`src/sv/hse_pkg.sv`:
```
// shared types, codes and constants of the hash set engine
`default_nettype none

package hse_pkg;

  localparam int KEY_W            = 32;
  localparam int OP_W             = 2;
  localparam int COUNT_W          = 10;
  localparam int CFG_W            = 7;
  localparam int DIV_CNT_W        = $clog2(KEY_W);
  localparam int APB_ADDR_W       = 3;
  localparam int APB_DATA_W       = 32;
  localparam int REG_IDX_W        = APB_ADDR_W - 2;

  localparam int NUM_BUCKETS_DEF  = 64;
  localparam int BUCKET_DEPTH_DEF = 8;

  localparam logic [CFG_W-1:0] BUCKET_COUNT_RESET = 7'd64;

  localparam logic [REG_IDX_W-1:0] REG_BUCKET_COUNT = 1'b0;

  localparam logic [OP_W-1:0] OP_INSERT   = 2'd0;
  localparam logic [OP_W-1:0] OP_REMOVE   = 2'd1;
  localparam logic [OP_W-1:0] OP_CONTAINS = 2'd2;
  localparam logic [OP_W-1:0] OP_CLEAR    = 2'd3;

  typedef struct packed {
    logic load;
    logic div_step;
    logic hash;
    logic scan_init;
    logic scan;
    logic wipe;
    logic commit;
  } dp_cmd_t;

  typedef struct packed {
    logic div_last;
    logic scan_last;
    logic wipe_last;
  } dp_stat_t;

endpackage

`default_nettype wire

```
`src/sv/hse_ctrl.sv`:
```
// sequencing state machine of the hash set engine
`default_nettype none

module hse_ctrl (
  input  logic                        clk,
  input  logic                        rst,
  input  logic                        start,
  input  logic [hse_pkg::OP_W-1:0]    operation,
  input  hse_pkg::dp_stat_t           stat,
  output hse_pkg::dp_cmd_t            cmd,
  output logic                        busy
);
  import hse_pkg::*;

  typedef enum logic [7:0] {
    S_WIPE   = 8'b0000_0001,
    S_IDLE   = 8'b0000_0010,
    S_DIV    = 8'b0000_0100,
    S_HASH   = 8'b0000_1000,
    S_ROW    = 8'b0001_0000,
    S_SCAN   = 8'b0010_0000,
    S_CLEAR  = 8'b0100_0000,
    S_COMMIT = 8'b1000_0000
  } state_t;

  state_t state, state_next;

  always_ff @(posedge clk) begin
    if (rst) begin
      state <= S_WIPE;
    end else begin
      state <= state_next;
    end
  end

  always_comb begin
    state_next = state;
    cmd        = '0;
    case (state)
      S_WIPE: begin
        cmd.wipe = 1'b1;
        if (stat.wipe_last) state_next = S_IDLE;
      end
      S_IDLE: begin
        if (start) begin
          cmd.load   = 1'b1;
          state_next = (operation == OP_CLEAR) ? S_CLEAR : S_DIV;
        end
      end
      S_DIV: begin
        cmd.div_step = 1'b1;
        if (stat.div_last) state_next = S_HASH;
      end
      S_HASH: begin
        cmd.hash   = 1'b1;
        state_next = S_ROW;
      end
      S_ROW: begin
        cmd.scan_init = 1'b1;
        state_next    = S_SCAN;
      end
      S_SCAN: begin
        cmd.scan = 1'b1;
        if (stat.scan_last) state_next = S_COMMIT;
      end
      S_CLEAR: begin
        cmd.wipe = 1'b1;
        if (stat.wipe_last) state_next = S_COMMIT;
      end
      S_COMMIT: begin
        cmd.commit = 1'b1;
        state_next = S_IDLE;
      end
      default: begin
        state_next = S_WIPE;
      end
    endcase
  end

  assign busy = (state != S_IDLE);

endmodule

`default_nettype wire

```
`config.mk`:
```
export PLATFORM = sky130hd
export DESIGN_NAME = hse_ctrl
export DESIGN_NICKNAME = d
export VERILOG_FILES = /design/src/sv/hse_pkg.sv /design/src/sv/hse_ctrl.sv
export SDC_FILE = /design/constraint.sdc
export NUM_CORES = 1
export LEC_CHECK = 0
export ABC_CLOCK_PERIOD_IN_PS = 1800
export BUFFER_PORTS_ARGS = -buffer_cell sky130_fd_sc_hd__buf_2
export CAP_MARGIN = 20
export CORE_AREA = 2 2 39 41
export CTS_CLUSTER_DIAMETER = 30
export DETAILED_ROUTE_END_ITERATION = 6
export DIE_AREA = 0 0 41 43
export PLACE_DENSITY = 0.79
export RECOVER_POWER = 25
export SLEW_MARGIN = 20
export SYNTH_ARGS = -nofsm -noshare
export SYNTH_HDL_FRONTEND = slang
export SYNTH_SLANG_ARGS = --single-unit
```
`constraint.sdc`:
```
create_clock -name clk -period 1.8 [get_ports clk]
set_input_delay 0 -clock clk [delete_from_list [all_inputs] [get_ports clk]]
set_output_delay 0 -clock clk [all_outputs]
set_load 0.01 [all_outputs]
```
==> results of run 1 <==
worst max-delay path, stage by stage (launching register included):
cell     delay, ps
dfxtp_1        360
nor3_2         370
nand4_1        260
or3b_1         410
a21oi_1        120
metal layers:
layer / track usage / up-vias / part of all wire
met5: 0 / - / 0
met2: 0.263 / 18 / 0.47
met4: 0.120 / 0 / 0.015
li1: - / 269 / -
met1: 0.231 / 263 / 0.46
met3: 0.0314 / 2 / 0.048
area by class of cell:
class,instances,area (um2),share of cell area
multi-input cells,47,338,0.527
flip-flops and latches,8,160,0.250
repair buffers,16,85.1,0.133
clock buffers,3,22.5,0.0352
well taps,16,20.0,0.0313
inverters,4,15.0,0.0234
Yosys cell counts (all sizes together):
| cell | number |
|---|---|
| o21ai | 1 |
| and2 | 1 |
| or3b | 1 |
| o32a | 1 |
| a21oi | 2 |
| o31a | 1 |
| and4b | 3 |
| o311ai | 1 |
| dfxtp | 8 |
| xnor2 | 1 |
| o21a | 1 |
| nand3 | 1 |
| o2111ai | 1 |
| a41oi | 1 |
| xor2 | 3 |
| nand2 | 2 |
| nand2b | 1 |
| nand4b | 2 |
| nor3b | 2 |
| buf | 5 |
| inv | 4 |
| nor2 | 5 |
| nor3 | 9 |
| nor4 | 1 |
| and4bb | 2 |
| nand4 | 4 |
power by group through the flow:
stage / clock network, mW / registers (mW) / logic [mW]
floorplan: 0 / 0.200 / 0.103
global placement: 0 / 0.212 / 0.121
detailed placement: 0 / 0.213 / 0.125
CTS: 0.151 / 0.209 / 0.127
global route: 0.153 / 0.208 / 0.136
finish: 0.147 / 0.205 / 0.121
cells by family (layout without fill, tap and decap cells):
logic type,after synthesis,count (layout),synth area share
compound gates,9,9,0.122
xor+xnor,4,4,0.0621
buf+inv,9,23,0.0798
flops,8,8,0.284
simple gates,34,34,0.452
path summary, 6_finish.rpt:
kind | start | end | slack [ps] | cells past startpoint
max reg2reg | state[2]$_SDFFE_PP0P_ | state[6]$_SDFFE_PP0P_ | 200 | 4
min | stat[1] | state[5]$_SDFFE_PP0P_ | 8 | 3
max | state[2]$_SDFFE_PP0P_ | state[6]$_SDFFE_PP0P_ | 200 | 4
min reg2reg | state[1]$_SDFFE_PP0P_ | state[0]$_SDFFE_PP1P_ | 620 | 3
per-stage QoR:
stage	worst slack [ps]	hold WS [ps]	total power [mW]	instances	area, um2
6_report	199	7.51	0.473	94	641
2_1_floorplan	456	123	0.302	64	564
5_1_grt	67.0	27.3	0.498	94	641
3_3_place_gp	326	282	0.333	90	629
4_1_cts	225	6.82	0.486	94	662
3_5_place_dp	297	281	0.338	90	629
==> flow_metrics.tcl, run 1 <==
set metrics [dict create \
    clkSinkCount 8 \
    pwr-share-comb 0.255 \
    fin_crit_ps 1600 \
    finalWirelength_mm 1.28 \
    ant_nets 0 \
    postSynthCellCount 64 \
    final.setup.tns_ps 0 \
    path_class "flip-flop to flip-flop" \
    final_util 0.463 \
    place_congestion 0.836 \
    track_usage 0.180 \
    io_pins 16 \
    yosysWarnings 0 \
    postCtsSetupBuffers 0 \
    ys_types 33 \
    drv_cap 0 \
    antenna_found_initial 0 \
    top_regs "state (8)" \
    drt-initial-drc-count 8 \
    min_path_type "input port to flip-flop" \
    slew_violations 0 \
    syn_area_per_cell_um2 8.82 \
    die_h_um 43 \
    grt_overflow 0 \
    drc_errors 0 \
    switching_power_mw 0.157 \
    rsz0062_at_grt "false" \
    cts_resized 0 \
    clkLatencyLatePin_ps 270 \
    dieArea_um2 1760 \
    drtPass1Iterations 6 \
    largest_reg_flops 8 \
    layout_common_cells "buf_2 (15), dfxtp_1 (8), nor3_1 (7)" \
    hold_buffers 1 \
    finalSetupViolations 0 \
    hold_viol 0 \
    period_share 0.889 \
    netlist.area_leader.share 0.284 \
    antenna_cells 0 \
    synthToLayoutAreaGrowth_pct 13.5 \
    largest-register "state" \
    cp-start-kind "flip-flop" \
    p_sw_frac 0.332 \
    finalNetCount 88 \
    cts.clk_slew.worst_paths_ps 60 \
    fmax_ghz 0.625 \
    cts_buffers 3 \
    slew_headroom 0.689 \
    grt_pass1_vias 500 \
    htreeDepth 1 \
    initial_core_util 0.408 \
    cp_max_fo 8 \
    crit_required_ps 1990 \
    tightest_slew_ps 462 \
    rows 14 \
    arrival_ps 1790 \
    netlist_area_um2 564 \
    cts_tree "done" \
    synth_area_leaders "dfxtp_1 (28%), nor3_1 (6.2%), xor2_1 (4.7%), and4bb_2 (4.4%), and4b_2 (4.0%)" \
    ys_ff_latch 8 \
    yosysTopAreaCell "dfxtp_1" \
    post_drt_wl_per_cell_um 13.6 \
    clockPowerShare 0.310 \
    fp.coreArea_um2 1380 \
    fin_skew_ps 12.2 \
    seq_area_frac_synth 0.284 \
    p_int_mw 0.316 \
    power_leakage_nw 0.289 \
    syn_nets 72 \
    dp_hpwl_mm 1.00 \
    final_layout_size_suffix_gt1_frac 0.333 \
    powerDensity_nw_per_um2 738 \
    vias 552 \
    status "finished clean" \
    vias_per_cell 5.87 \
    cts.path.max_buffers 2 \
    pwr-share-seq 0.434 \
    cts_root_buf "clkbuf_4" \
    nFillCells 148 \
    layout_commonest_cell "buf_2" \
    numPortBuffers 15 \
    crit_path_end_kind "flip-flop" \
    grt_max_degree 10 \
    grt_pass1_wl_mm 2.13 \
    die_w_um 41 \
    ir_drop_mv 0.271 \
]
(Power assumes the default switching activity.)
==> inputs of run 2 (changes only) <==
- BUFFER_PORTS_ARGS: -buffer_cell sky130_fd_sc_hd__buf_2 -> default
- DONT_BUFFER_PORTS: default -> 1
- PLACE_DENSITY: 0.79 -> 0.69
==> run 2 against run 1 <==
Compared with the run above:
- wire length fell by 3.5%
- core utilization fell by 1.9 points
- non-clock buffer count fell by 12
- worst hold slack improved by 16 ps
- die area did not move
- power fell by 3.3%
- critical path depth did not move
- cell count fell by 13%
- final area fell by 4.1%
- largest cell class unchanged
==> flow_metrics.tcl, run 2 (synthesized netlist as in run 1, its figures left out) <==
set metrics [dict create \
    slew_headroom 0.691 \
    finalSetupViolations 0 \
    drv_cap 0 \
    layout_commonest_cell "dfxtp_1" \
    fin_skew_ps 6.25 \
    tightest_slew_ps 459 \
    ant_nets 0 \
    rows 14 \
    finalWirelength_mm 1.24 \
    clkSinkCount 8 \
    htreeDepth 1 \
    cts.path.max_buffers 2 \
    whs_path_depth 3 \
    arrival_ps 1670 \
    r2r.worst_path.cells 4 \
    rsz0062_at_grt "false" \
    vias 507 \
    grt_max_degree 10 \
    io_pins 16 \
    crit_required_ps 1990 \
    fmax_ghz 0.672 \
    path_class "flip-flop to flip-flop" \
    drt-initial-drc-count 26 \
    power_mw 0.457 \
    largest_reg_flops 8 \
    vias_per_cell 6.18 \
    finalNetCount 76 \
    drtPass1Iterations 4 \
    powerDensity_nw_per_um2 744 \
    register_area_um2 160 \
    cts_resized 0 \
    cp_max_fo 8 \
    die_w_um 41 \
    fin_area_um2 614 \
    power_leakage_nw 0.233 \
    placed_cell_area_um2 554 \
    antenna_found_initial 0 \
    grt_overflow 0 \
    cts.clk_slew.worst_paths_ps 50 \
    period_share 0.827 \
    ir_drop_mv 0.419 \
    cts_buffers 3 \
    antenna_cells 0 \
    synthToLayoutAreaGrowth_pct 8.87 \
    grt_pass1_wl_mm 2.07 \
    final.setup.tns_ps 0 \
    multi_input_area_um2 357 \
    slew_violations 0 \
    dieArea_um2 1760 \
    track_usage 0.174 \
    grt_pass1_vias 481 \
    layout_common_cells "dfxtp_1 (8), nor3_1 (7), nor2_1 (5)" \
    largest-register "state" \
    cp-start-kind "flip-flop" \
    cts_root_buf "clkbuf_4" \
    nFillCells 141 \
    min_path_type "input port to flip-flop" \
    clkLatencyLatePin_ps 250 \
    drc_errors 0 \
    fp.coreArea_um2 1380 \
    numPortBuffers 0 \
    initial_core_util 0.408 \
    hold_viol 0 \
    dp_hpwl_um 939 \
    post_drt_wl_per_cell_um 15.1 \
    cts_tree "done" \
    fin_crit_ps 1490 \
    top_regs "state (8)" \
    final_layout_size_suffix_gt1_frac 0.152 \
    crit_path_end_kind "flip-flop" \
    die_h_um 43 \
    status "finished clean" \
    place_congestion 0.866 \
]
[run 2: critical path, stage by stage (launching register included)]
cell	delay, ps
dfxtp_1	400
nor3_4	330
nand4_4	190
or3b_1	390
a21oi_1	120
[run 2: metal layers]
layer	GRT usage	share of wire	vias up
met5	0	0	-
met4	0.100	0.017	0
met3	0.00524	0.081	3
met2	0.263	0.48	24
met1	0.236	0.42	229
li1	-	-	251
[run 2: cell type report]
| class | instances | share of cell area |
|---|---|---|
| inverter | 4 | 0.0244 |
| tap | 16 | 0.0326 |
| clock buffer | 3 | 0.0367 |
| sequential | 8 | 0.261 |
| timing repair buffer | 4 | 0.0652 |
| multi-input combinational | 47 | 0.580 |
[run 2: report_power, final]
group | switching (mW) | total, mW | internal [mW] | leakage (nW)
sequential | 0.0214 | 0.209 | 0.188 | 0.0650
clock | 0.0579 | 0.134 | 0.0761 | 0.0138
combinational | 0.0666 | 0.114 | 0.0475 | 0.154
total | 0.146 | 0.457 | 0.311 | 0.233
[run 2: through the flow]
step | std cells | hold slack (ps) | util | setup slack (ps)
detailed placement | 75 | 74.0 | 0.401 | 320
global placement | 75 | 72.1 | 0.401 | 331
global route | 82 | 43.2 | 0.444 | 145
floorplan | 64 | 123 | - | 456
finish | 82 | 23.9 | 0.444 | 312
CTS | 82 | 15.6 | 0.446 | 295
[run 2: path summary, 6_finish.rpt]
kind | from | to | slack (ps)
setup / recovery | state[2]$_SDFFE_PP0P_ | state[6]$_SDFFE_PP0P_ | 310
hold / removal | start | state[6]$_SDFFE_PP0P_ | 20
setup reg to reg | state[2]$_SDFFE_PP0P_ | state[6]$_SDFFE_PP0P_ | 310
hold reg to reg | state[6]$_SDFFE_PP0P_ | state[6]$_SDFFE_PP0P_ | 640
[run 2: what timing repair did]
action                                  in CTS  in global routing
hold buffers                                 4                  0
endpoints found under the setup margin       0                  0
hold endpoints to repair                     8                  0
buffers inserted                             0                  0
